### src/hdl/lmwq_pkg.sv
// Shared constants for the lock manager with wait queue.
// Holds parameter defaults and result status codes; no dependencies.
package lmwq_pkg;

    localparam int LOCK_COUNT_DEF      = 64;
    localparam int QUEUE_DEPTH_DEF     = 16;
    localparam int REQUESTER_COUNT_DEF = 256;

    localparam int STATUS_W = 2;

    localparam logic [STATUS_W-1:0] STATUS_OK      = 2'd0;
    localparam logic [STATUS_W-1:0] STATUS_FULL    = 2'd1;
    localparam logic [STATUS_W-1:0] STATUS_INVALID = 2'd2;

    localparam logic OP_ACQUIRE = 1'b0;
    localparam logic OP_RELEASE = 1'b1;

endpackage

### src/hdl/lmwq_ram.sv
// Generic simple dual-port RAM with one write port and one registered read port.
// Used for the lock flags and the wait queue; no dependencies.
module lmwq_ram #(
    parameter int WIDTH = 8,
    parameter int DEPTH = 16,
    localparam int ADDR_W = $clog2(DEPTH)
) (
    input  logic              aclk,
    input  logic              we,
    input  logic [ADDR_W-1:0] waddr,
    input  logic [WIDTH-1:0]  wdata,
    input  logic [ADDR_W-1:0] raddr,
    output logic [WIDTH-1:0]  rdata
);

    logic [WIDTH-1:0] mem_reg [DEPTH];
    logic [WIDTH-1:0] rdata_reg;

    always_ff @(posedge aclk) begin
        if (we) begin
            mem_reg[waddr] <= wdata;
        end
        rdata_reg <= mem_reg[raddr];
    end

    assign rdata = rdata_reg;

endmodule

### src/hdl/lock_manager_with_wait_queue.sv
// Top level of the central lock manager with a FIFO wait queue.
// Depends on lmwq_pkg and instantiates lmwq_ram for lock flags and queue entries.
//
// Usage:
// Requests arrive on the s_ channel: s_tuser is the opcode (0 acquire, 1 release),
// s_tdata carries the requester and the lock number. Every request produces exactly
// one result transaction on the m_ channel with the grant flag, the granted requester
// and lock, a status code and the number of queued requests after the step.
// A request for lock 0 or past the last lock goes from idle straight to the output
// state. An acquire, or a release of a free lock or while the queue is empty, passes
// through the lock read, check and output states. A release of a held lock with
// requests queued reads the queue one entry per cycle through its single read port
// until it finds the oldest waiter for that lock. That waiter is granted, and any
// entries behind it are moved down; when nobody waits for the lock, the lock is freed.
// The block handles one request at a time; s_tready is high only while it is idle,
// which begins as the result register is loaded.
// A finished result waits in the output register while the next request is taken,
// and a stalled receiver holds the block only when a second result is ready.
// After reset the lock flag memory is swept clear, one lock per cycle, so s_tready
// stays low until every lock is cleared; the wait queue starts empty.
module lock_manager_with_wait_queue #(
    parameter int LOCK_COUNT      = lmwq_pkg::LOCK_COUNT_DEF,
    parameter int QUEUE_DEPTH     = lmwq_pkg::QUEUE_DEPTH_DEF,
    parameter int REQUESTER_COUNT = lmwq_pkg::REQUESTER_COUNT_DEF,
    localparam int REQ_W    = $clog2(REQUESTER_COUNT),
    localparam int LOCK_W   = $clog2(LOCK_COUNT),
    localparam int CNT_W    = $clog2(QUEUE_DEPTH + 1),
    localparam int S_DATA_W = ((REQ_W + LOCK_W + 7) / 8) * 8,
    localparam int M_DATA_W = ((1 + REQ_W + LOCK_W + lmwq_pkg::STATUS_W + CNT_W + 7) / 8) * 8
) (
    input  logic                aclk,
    input  logic                aresetn,
    input  logic                s_tvalid,
    output logic                s_tready,
    // requester, lock_id
    input  logic [S_DATA_W-1:0] s_tdata,
    // opcode
    input  logic                s_tuser,
    output logic                m_tvalid,
    input  logic                m_tready,
    // granted, grant_requester, grant_lock, status, pending_count
    output logic [M_DATA_W-1:0] m_tdata
);

    localparam int IDX_W   = $clog2(QUEUE_DEPTH);
    localparam int ENTRY_W = REQ_W + LOCK_W;

    localparam logic [LOCK_W:0]   LOCK_LIMIT = (LOCK_W + 1)'(LOCK_COUNT);
    localparam logic [LOCK_W-1:0] LOCK_LAST  = LOCK_W'(LOCK_COUNT - 1);
    localparam logic [CNT_W-1:0]  Q_FULL     = CNT_W'(QUEUE_DEPTH);

    localparam logic [2:0] ST_CLEAR = 3'd0;
    localparam logic [2:0] ST_IDLE  = 3'd1;
    localparam logic [2:0] ST_LRD   = 3'd2;
    localparam logic [2:0] ST_CHK   = 3'd3;
    localparam logic [2:0] ST_SCAN  = 3'd4;
    localparam logic [2:0] ST_SHIFT = 3'd5;
    localparam logic [2:0] ST_OUT   = 3'd6;

    logic [2:0]                    state_reg, state_next;
    logic                          op_reg, op_next;
    logic [REQ_W-1:0]              req_reg, req_next;
    logic [LOCK_W-1:0]             lk_reg, lk_next;
    logic [CNT_W-1:0]              count_reg, count_next;
    logic [LOCK_W-1:0]             clr_reg, clr_next;
    logic [IDX_W-1:0]              idx_reg, idx_next;
    logic [IDX_W-1:0]              pidx_reg, pidx_next;
    logic                          pv_reg, pv_next;
    logic [CNT_W-1:0]              src_reg, src_next;
    logic [IDX_W-1:0]              sprev_reg, sprev_next;
    logic                          sv_reg, sv_next;
    logic                          res_granted_reg, res_granted_next;
    logic [REQ_W-1:0]              res_req_reg, res_req_next;
    logic [lmwq_pkg::STATUS_W-1:0] res_status_reg, res_status_next;
    logic                          m_tvalid_reg, m_tvalid_next;
    logic [M_DATA_W-1:0]           m_tdata_reg, m_tdata_next;

    logic                lock_we;
    logic [LOCK_W-1:0]   lock_waddr;
    logic                lock_wdata;
    logic                lock_rdata;
    logic                q_we;
    logic [IDX_W-1:0]    q_waddr;
    logic [ENTRY_W-1:0]  q_wdata;
    logic [IDX_W-1:0]    q_raddr;
    logic [ENTRY_W-1:0]  q_rdata;
    logic [LOCK_W-1:0]   q_lock;
    logic [REQ_W-1:0]    q_req;
    logic [LOCK_W-1:0]   s_lock;
    logic [LOCK_W-1:0]   grant_lock;

    lmwq_ram #(
        .WIDTH (1),
        .DEPTH (LOCK_COUNT)
    ) u_lock_ram (
        .aclk  (aclk),
        .we    (lock_we),
        .waddr (lock_waddr),
        .wdata (lock_wdata),
        .raddr (lk_reg),
        .rdata (lock_rdata)
    );

    lmwq_ram #(
        .WIDTH (ENTRY_W),
        .DEPTH (QUEUE_DEPTH)
    ) u_queue_ram (
        .aclk  (aclk),
        .we    (q_we),
        .waddr (q_waddr),
        .wdata (q_wdata),
        .raddr (q_raddr),
        .rdata (q_rdata)
    );

    assign q_lock     = q_rdata[REQ_W +: LOCK_W];
    assign q_req      = q_rdata[REQ_W-1:0];
    assign s_lock     = s_tdata[REQ_W +: LOCK_W];
    assign grant_lock = res_granted_reg ? lk_reg : '0;
    assign s_tready   = (state_reg == ST_IDLE);
    assign m_tvalid   = m_tvalid_reg;
    assign m_tdata    = m_tdata_reg;

    always_comb begin
        state_next       = state_reg;
        op_next          = op_reg;
        req_next         = req_reg;
        lk_next          = lk_reg;
        count_next       = count_reg;
        clr_next         = clr_reg;
        idx_next         = idx_reg;
        pidx_next        = pidx_reg;
        pv_next          = pv_reg;
        src_next         = src_reg;
        sprev_next       = sprev_reg;
        sv_next          = sv_reg;
        res_granted_next = res_granted_reg;
        res_req_next     = res_req_reg;
        res_status_next  = res_status_reg;
        m_tvalid_next    = m_tvalid_reg;
        m_tdata_next     = m_tdata_reg;
        lock_we          = 1'b0;
        lock_waddr       = lk_reg;
        lock_wdata       = 1'b0;
        q_we             = 1'b0;
        q_waddr          = '0;
        q_wdata          = q_rdata;
        q_raddr          = '0;

        if (m_tvalid_reg && m_tready) begin
            m_tvalid_next = 1'b0;
        end

        unique case (state_reg)
            ST_CLEAR: begin
                lock_we    = 1'b1;
                lock_waddr = clr_reg;
                lock_wdata = 1'b0;
                if (clr_reg == LOCK_LAST) begin
                    state_next = ST_IDLE;
                end else begin
                    clr_next = clr_reg + 1'b1;
                end
            end
            ST_IDLE: begin
                if (s_tvalid) begin
                    op_next          = s_tuser;
                    req_next         = s_tdata[REQ_W-1:0];
                    lk_next          = s_lock;
                    res_granted_next = 1'b0;
                    res_req_next     = '0;
                    res_status_next  = lmwq_pkg::STATUS_OK;
                    if (s_lock == '0 || {1'b0, s_lock} >= LOCK_LIMIT) begin
                        res_status_next = lmwq_pkg::STATUS_INVALID;
                        state_next      = ST_OUT;
                    end else begin
                        state_next = ST_LRD;
                    end
                end
            end
            ST_LRD: begin
                state_next = ST_CHK;
            end
            ST_CHK: begin
                state_next = ST_OUT;
                if (op_reg == lmwq_pkg::OP_ACQUIRE) begin
                    if (!lock_rdata) begin
                        lock_we          = 1'b1;
                        lock_wdata       = 1'b1;
                        res_granted_next = 1'b1;
                        res_req_next     = req_reg;
                    end else if (count_reg == Q_FULL) begin
                        res_status_next = lmwq_pkg::STATUS_FULL;
                    end else begin
                        q_we       = 1'b1;
                        q_waddr    = count_reg[IDX_W-1:0];
                        q_wdata    = {lk_reg, req_reg};
                        count_next = count_reg + 1'b1;
                    end
                end else begin
                    if (!lock_rdata) begin
                        res_status_next = lmwq_pkg::STATUS_INVALID;
                    end else if (count_reg == '0) begin
                        lock_we    = 1'b1;
                        lock_wdata = 1'b0;
                    end else begin
                        idx_next   = '0;
                        pv_next    = 1'b0;
                        state_next = ST_SCAN;
                    end
                end
            end
            ST_SCAN: begin
                if (pv_reg && q_lock == lk_reg) begin
                    res_granted_next = 1'b1;
                    res_req_next     = q_req;
                    src_next         = CNT_W'(pidx_reg) + 1'b1;
                    sv_next          = 1'b0;
                    state_next       = ST_SHIFT;
                end else if (pv_reg && (CNT_W'(pidx_reg) + 1'b1) == count_reg) begin
                    lock_we    = 1'b1;
                    lock_wdata = 1'b0;
                    state_next = ST_OUT;
                end else begin
                    q_raddr   = idx_reg;
                    pidx_next = idx_reg;
                    pv_next   = 1'b1;
                    idx_next  = idx_reg + 1'b1;
                end
            end
            ST_SHIFT: begin
                if (sv_reg) begin
                    q_we    = 1'b1;
                    q_waddr = sprev_reg - 1'b1;
                    q_wdata = q_rdata;
                end
                if (src_reg < count_reg) begin
                    q_raddr    = src_reg[IDX_W-1:0];
                    sprev_next = src_reg[IDX_W-1:0];
                    sv_next    = 1'b1;
                    src_next   = src_reg + 1'b1;
                end else if (!sv_reg) begin
                    count_next = count_reg - 1'b1;
                    state_next = ST_OUT;
                end else begin
                    sv_next = 1'b0;
                end
            end
            ST_OUT: begin
                if (!m_tvalid_reg || m_tready) begin
                    m_tvalid_next = 1'b1;
                    m_tdata_next  = M_DATA_W'({count_reg, res_status_reg, grant_lock,
                                               res_req_reg, res_granted_reg});
                    state_next    = ST_IDLE;
                end
            end
            default: begin
                state_next = ST_IDLE;
            end
        endcase
    end

    always_ff @(posedge aclk) begin
        if (!aresetn) begin
            state_reg    <= ST_CLEAR;
            clr_reg      <= '0;
            count_reg    <= '0;
            pv_reg       <= 1'b0;
            sv_reg       <= 1'b0;
            m_tvalid_reg <= 1'b0;
        end else begin
            state_reg    <= state_next;
            clr_reg      <= clr_next;
            count_reg    <= count_next;
            pv_reg       <= pv_next;
            sv_reg       <= sv_next;
            m_tvalid_reg <= m_tvalid_next;
        end
    end

    always_ff @(posedge aclk) begin
        op_reg          <= op_next;
        req_reg         <= req_next;
        lk_reg          <= lk_next;
        idx_reg         <= idx_next;
        pidx_reg        <= pidx_next;
        src_reg         <= src_next;
        sprev_reg       <= sprev_next;
        res_granted_reg <= res_granted_next;
        res_req_reg     <= res_req_next;
        res_status_reg  <= res_status_next;
        m_tdata_reg     <= m_tdata_next;
    end

endmodule

### config.mk
export PLATFORM = sky130hd
export DESIGN_NAME = lock_manager_with_wait_queue
export DESIGN_NICKNAME = d
export VERILOG_FILES = /design/src/hdl/lmwq_pkg.sv /design/src/hdl/lmwq_ram.sv /design/src/hdl/lock_manager_with_wait_queue.sv
export SDC_FILE = /design/constraint.sdc
export NUM_CORES = 1
export LEC_CHECK = 0
export BUFFER_PORTS_ARGS = -buffer_cell sky130_fd_sc_hd__buf_2
export CELL_PAD_IN_SITES_DETAIL_PLACEMENT = 0
export CELL_PAD_IN_SITES_GLOBAL_PLACEMENT = 1
export CORE_UTILIZATION = 43
export DETAILED_ROUTE_END_ITERATION = 10
export GPL_TIMING_DRIVEN = 0
export HOLD_SLACK_MARGIN = 0.15
export PLACE_DENSITY_LB_ADDON = 0.1
export RECOVER_POWER = 25
export SYNTH_ARGS = -nofsm -noshare
export SYNTH_HDL_FRONTEND = slang
export SYNTH_HIERARCHICAL = 1
export SYNTH_SLANG_ARGS = --single-unit
### constraint.sdc
create_clock -name aclk -period 5.1 [get_ports aclk]
set_clock_uncertainty 0.05 [all_clocks]
set_input_delay 0.51 -clock aclk [delete_from_list [all_inputs] [get_ports aclk]]
set_output_delay 0.51 -clock aclk [all_outputs]
set_load 0.02 [all_outputs]
---- Word-level counts from Yosys, hierarchy flattened ----
Memory sizes are Yosys's and may differ from the RTL's. A register that Yosys moved wholly into a read port is not among the register bits.
Cells that the tools add are included.
storage, ports and cells
  memories ................................ 2
  output and inout port bits .............. 26
  bits in writable memories ............... 288
  input bits .............................. 21
  register bits after elaboration ......... 82
  word-level logic and storage cells ...... 173
operators by class
  multiplexer cells ....................... 88
  bitwise operators ....................... 3
  $lt $le $gt $ge ......................... 1
  reduce and logical (&&, ||, !) cells .... 25
  equality and inequality tests ........... 29
  add/sub/neg operators ................... 7
memories
  memory               words  width  read ports  clocked after memory_dff  write ports  line            source
  u_queue_ram.mem_reg  16     14     1           1                         1            lmwq_ram.sv:16  logic [WIDTH-1:0] mem_reg [DEPTH];
  u_lock_ram.mem_reg   64     1      1           1                         1            lmwq_ram.sv:16
operator list
  operator                                             number
  two-way mux 14 bit                                   4
  two-way mux 4 bit                                    12
  two-way mux 5 bit                                    7
  two-way mux 8 bit                                    4
  two-way mux 1 bit                                    30
  inequality test 2 bit, second input constant         14
  two-way mux 3 bit                                    8
  case mux 4 bit (2 select lines)                      3
  case mux 8 bit (3 select lines)                      1
  case mux 3 bit (7 select lines)                      1
  case mux 5 bit (2 select lines)                      2
  two-way mux 2 bit                                    9
  AND reduction 6 bit                                  3
  adder 5 x 1 -> 5 bit, second input constant          2
  AND reduction 2 bit                                  5
  AND reduction 5 bit                                  2
  equality test 3 bit, second input constant           3
  inequality test 3 bit, second input constant         3
  nonzero test 2 bit                                   4
  adder 6 x 1 -> 6 bit, second input constant          1
  equality test 3 x 2 -> 1 bit, second input constant  2
  equality test 6 bit                                  1
  equality test 6 bit, second input constant           1
  zero test 6 bit                                      1
  other kinds (22)                                     30

---- Logic depth before layout (Yosys ltp) ----
  depth in word-level cells ............... 8
  depth in mapped cells ................... 13
  depth with buffers taken out ............ 10

---- Cells and area by module ----
Netlist, hierarchy kept.
modules (own cells, without submodules)
  module                        seq. area each (um^2)  cells each  times used  area an instance (um^2)
  lmwq_ram (u_queue_ram)        7006.7                 379         1           8763.4
  lock_manager_with_wait_queue  2292.2                 342         1           4150.2
  lmwq_ram (u_lock_ram)         1941.9                 205         1           2936.6

---- Worst setup path after synthesis ----
No wires, ideal clock.
  path kind ............................... reg2reg
  from .................................... register op_reg
  to ...................................... memory u_lock_ram.mem_reg[0] (data pin)
  arrival ................................. 3.118 ns
  data required time ...................... 4.369 ns
  period minus slack after synthesis ...... 3.849 ns
  path buffers ............................ 1
  cell stages (with the launch flop) ...... 3
  setup slack ............................. 1.251 ns
  library setup time ...................... 0.681 ns
  path through ............................ edfxtp_1 > clkbuf_1 > nor3_1
between the ends
  cells in the longest elaborated chain, start to end .. 2
ends and longest elaborated chain
  item                      line                                 source
  start: declaration        lock_manager_with_wait_queue.sv:61   logic op_reg, op_next;
  start signal: assignment  lock_manager_with_wait_queue.sv:282  op_reg <= op_next;
  two-way mux 1 bit         lock_manager_with_wait_queue.sv:186  if (op_reg == lmwq_pkg::OP_ACQUIRE) begin
  two-way mux 1 bit         n/a
  via lock_wdata            lock_manager_with_wait_queue.sv:80   logic lock_wdata;
  end: declaration          lmwq_ram.sv:16
The timed path passes the listed nets, and every way through them passes these cells.

---- Worst setup path in the final report ----
  from .................................... register count_reg[4]
  to ...................................... register u_queue_ram.rdata_reg[3] (netlist: u_queue_ram/rdata[3]), read port of u_queue_ram.mem_reg
between the ends
  cells in the longest elaborated chain, start to end .. 5
  elaborated cells on any way between the ends .. 7
  those cells by class .................... order compare (1); eq/ne (1); mux (4); reduce/logical (1)
ends and longest elaborated chain
  item                                                                                line                                 source
  start: declaration                                                                  lock_manager_with_wait_queue.sv:64   logic [CNT_W-1:0] count_reg, count_next;
  start signal: assignment                                                            lock_manager_with_wait_queue.sv:274  count_reg <= count_next;
  parallel branches: the longest is 4 deep, another holds less-than comparator 5 bit  n/a
  case mux 4 bit (2 select lines) *                                                   lock_manager_with_wait_queue.sv:154  unique case (state_reg)
  via q_raddr[1]                                                                      lock_manager_with_wait_queue.sv:85   logic [IDX_W-1:0] q_raddr;
  end: declaration                                                                    lmwq_ram.sv:17                       logic [WIDTH-1:0] rdata_reg;
Mark *: on every way through the listed nets, which the timed path passes.
A chain may end at the register's enable or synchronous reset.

==> impl_results.md <==
* Fraction of registers with async set/reset at 0%
* Crit path buffers/inverters at 4
* Area of the multi-input gates at 4350 sq um
* Synth cell count leaders: edfxtp_1 (353), nor2_1 (94), mux4_2 (67)
* YS warnings at 6
* Power Internal at 5330 uW
* Status: finished, violations left
* Max-slew violations at 13
* Synthesized instance count at 926
* Tcrit/Tclk final at 87.1%
* Logic pwr share at 8.4%
* Post-cts sizing count at 0
* CP max-delay cell: clkbuf_1
* Synth top area cells: edfxtp_1 (67%), mux4_2 (9.5%), dfxtp_1 (4.0%)
* Pwr Density at 384 nW/um^2
* F_max at 225 MHz
* Drt pass-1 iters at 5
* Switch Pwr at 1620 uW
* Total number of vias at 8,386
* Clock-pin slew on the worst setup and hold paths at 0.06 ns
* Initial antenna violation count at 0
* Cell chain of the critical path: inv_1, ha_1, a211o_1, a31oi_1, clkbuf_1, a22oi_1, nor2b_1, clkbuf_1, buf_2, mux4_2, a22oi_1, nand2_1
* Met3 Track Usage GR at 2.78%
* Worst-skew pair later-pin latency at 0.56 ns
* Busiest grt layer: met2
* Post-synth top area share at 66.9%
* Largest net degree at the start of global routing at 21
* Critical Path AT at 4.81 ns
* Core ar. at 35,900 sq um
* Fin util at 50.4%
* Final setup fails at 0
* Sw Share at 23.3%
* Leak at 0.00569 uW
* Post-synth EDFFs at 353
* Delay-heaviest family, CP: buffers and inverters
* Peak supply drop at 293 uV
* Number of flip-flops in the largest register at 224
* Clk network pwr share at 40.6%
* Sequential share of power at 51.0%
* Cell row count at 69
* RSZ-0062 raised after global routing: no
* Die area at 37,600 sq um
* Sequential-to-total area share from yosys stat at 70.9%
* DP HPWL at 23,300 um
* Worst Hold Class: in2reg
* Vias/cell at 5.48
* Most numerous cell in the Yosys netlist: edfxtp_1
* Grt met2 use at 30.2%
* Routing usage on met1 at 27.8%
* Die width at 194 um
* Slew headroom at -1.67%
* Nature of the critical path endpoint: register
* Final hold vios at 0
* CP Max Fanout at 13
* Worst Path Required at 5.47 ns
* Setup CP Type: reg2reg
* First-pass GRT wire length at 53,500 um
* Initial core utilization at 44.1%
* Io pins at 47
* Share of cells above drive strength 1 at 19.2%
* Vias in the first global route at 8,468
* Final nets at 1,072
* Max Root-Sink Buffers at 3
* Final wirelength at 35,500 um
* IO buf count at 42
* GP Congestion at 0.794
* Synth-to-layout area growth at 14.3%
* Global route total overflow at 0
* Root Buffer Master: clkbuf_16
* Top cell type by total area after synthesis: edfxtp_1
* Die Y at 194 um
* Crit-path max cell delay at 0.53 ns
* Measured slew at the worst slew-check pin at 1.51 ns
* Antenna-violating nets left at 0
* Synthesized area at 15,900 sq um
* Number of synthesized register bits at 385
* Fin crit period at 4.44 ns
* # fillers at 3,055
* Initial DRC Count at 514
* PnR Total Power at 6950 uW
* Max-cap violations at 1
* Crit start category: register
* Total Routing Usage GR at 19.3%
* Clock sinks at 385
* Drt wl/cell at 23.2 um
* CTS tree: built
* Post-Syn Area per Cell at 17.1 sq um
* Reg area at 11,200 sq um
* H-tree Lvls at 2
* Num CTS Buffers at 41
* Primary FF master, synth: edfxtp_1
* Yosys cell types at 60
* Final routed DRC violation total at 0
* Failing checks: capacitance limit, slew limit
[timing repair]
| item | in CTS | in global routing |
|---|---|---|
| endpoints found under the hold margin | 15 | 0 |
| hold buffers | 15 | 0 |
| setup buffers | 0 | 0 |
[per-stage QoR]
stage | std cells | hold slack, ns | setup TNS (ns) | setup WS (ns) | area [sq um]
floorplan | 927 | 0.350 | 0 | 1.25 | 15900
global placement | 1430 | 0.353 | -69.10 | -1.08 | 16600
detailed placement | 1440 | 0.358 | 0 | 0.609 | 16800
CTS | 1529 | 0.230 | 0 | 0.617 | 18200
global route | 1529 | 0.249 | 0 | 0.339 | 18100
finish | 1530 | 0.263 | 0 | 0.657 | 18100
[cell families after synthesis]
family | synth area share [%]
AOI/OAI and AO/OA | 4.26
xor gates and xnor gates | 1.60
adders and majority gates | 1.15
buffers and inverters | 1.86
DFF | 70.9
muxes | 12.4
other | 0.0237
and+or+nand+nor | 7.77
[tightest hold or removal path, stage by stage]
cell,delay [ns]
buf_2,0.16
nand2_1,0.08
mux2i_1,0.05
[layout by cell type, fill, tap and decap left out, types with 18 or more instances in the layout]
| master | Yosys | layout |
|---|---|---|
| dfxtp_1 | 32 | 32 |
| edfxtp_1 | 353 | 353 |
| xnor2_1 | 20 | 20 |
| nand2_1 | 53 | 53 |
| clkbuf_1 | 19 | 65 |
| a22oi_1 | 35 | 35 |
| mux4_2 | 67 | 67 |
| o21ai_0 | 18 | 18 |
| buf_2 | 8 | 18 |
| nor2_1 | 94 | 82 |
| mux2_2 | 21 | 21 |
| clkbuf_16 | 0 | 43 |
[layer usage]
metal,wire [um],vias to the layer above
met5,0,-
met1,16600,4309
li1,-,3855
met2,16700,163
met4,926,0
met3,1310,59
[final timing paths]
kind,start,slack (ns),cells after the start,end
hold reg to reg,res_req_reg[1],0.38,0,m_tdata[2]
hold / removal,aresetn,0.26,3,state_reg[2]
setup reg to reg,count_reg[4],0.66,12,u_queue_ram/rdata[3]
setup / recovery,count_reg[4],0.66,12,u_queue_ram/rdata[3]
[final cells by class]
type,count,area share (%)
Buffer,41,1.33
Clock inverter,22,0.849
Sequential cell,385,62.0
Inverter,12,0.249
Timing Repair Buffer,67,2.20
Tap cell,461,3.18
Clock buffer,52,6.13
Antenna cell,1,0.0138
Multi-Input combinational cell,489,24.0
[power by group through the flow]
stage                     logic [uW]  registers, uW  clock network [uW]
after CTS                        597           3550                2910
after detailed placement         585           3620                   0
final                            582           3550                2820
after global placement           576           3620                   0
after global routing             643           3550                3040
after floorplan                  416           3590                   0
No activity file was read; power rests on OpenSTA's default activity.
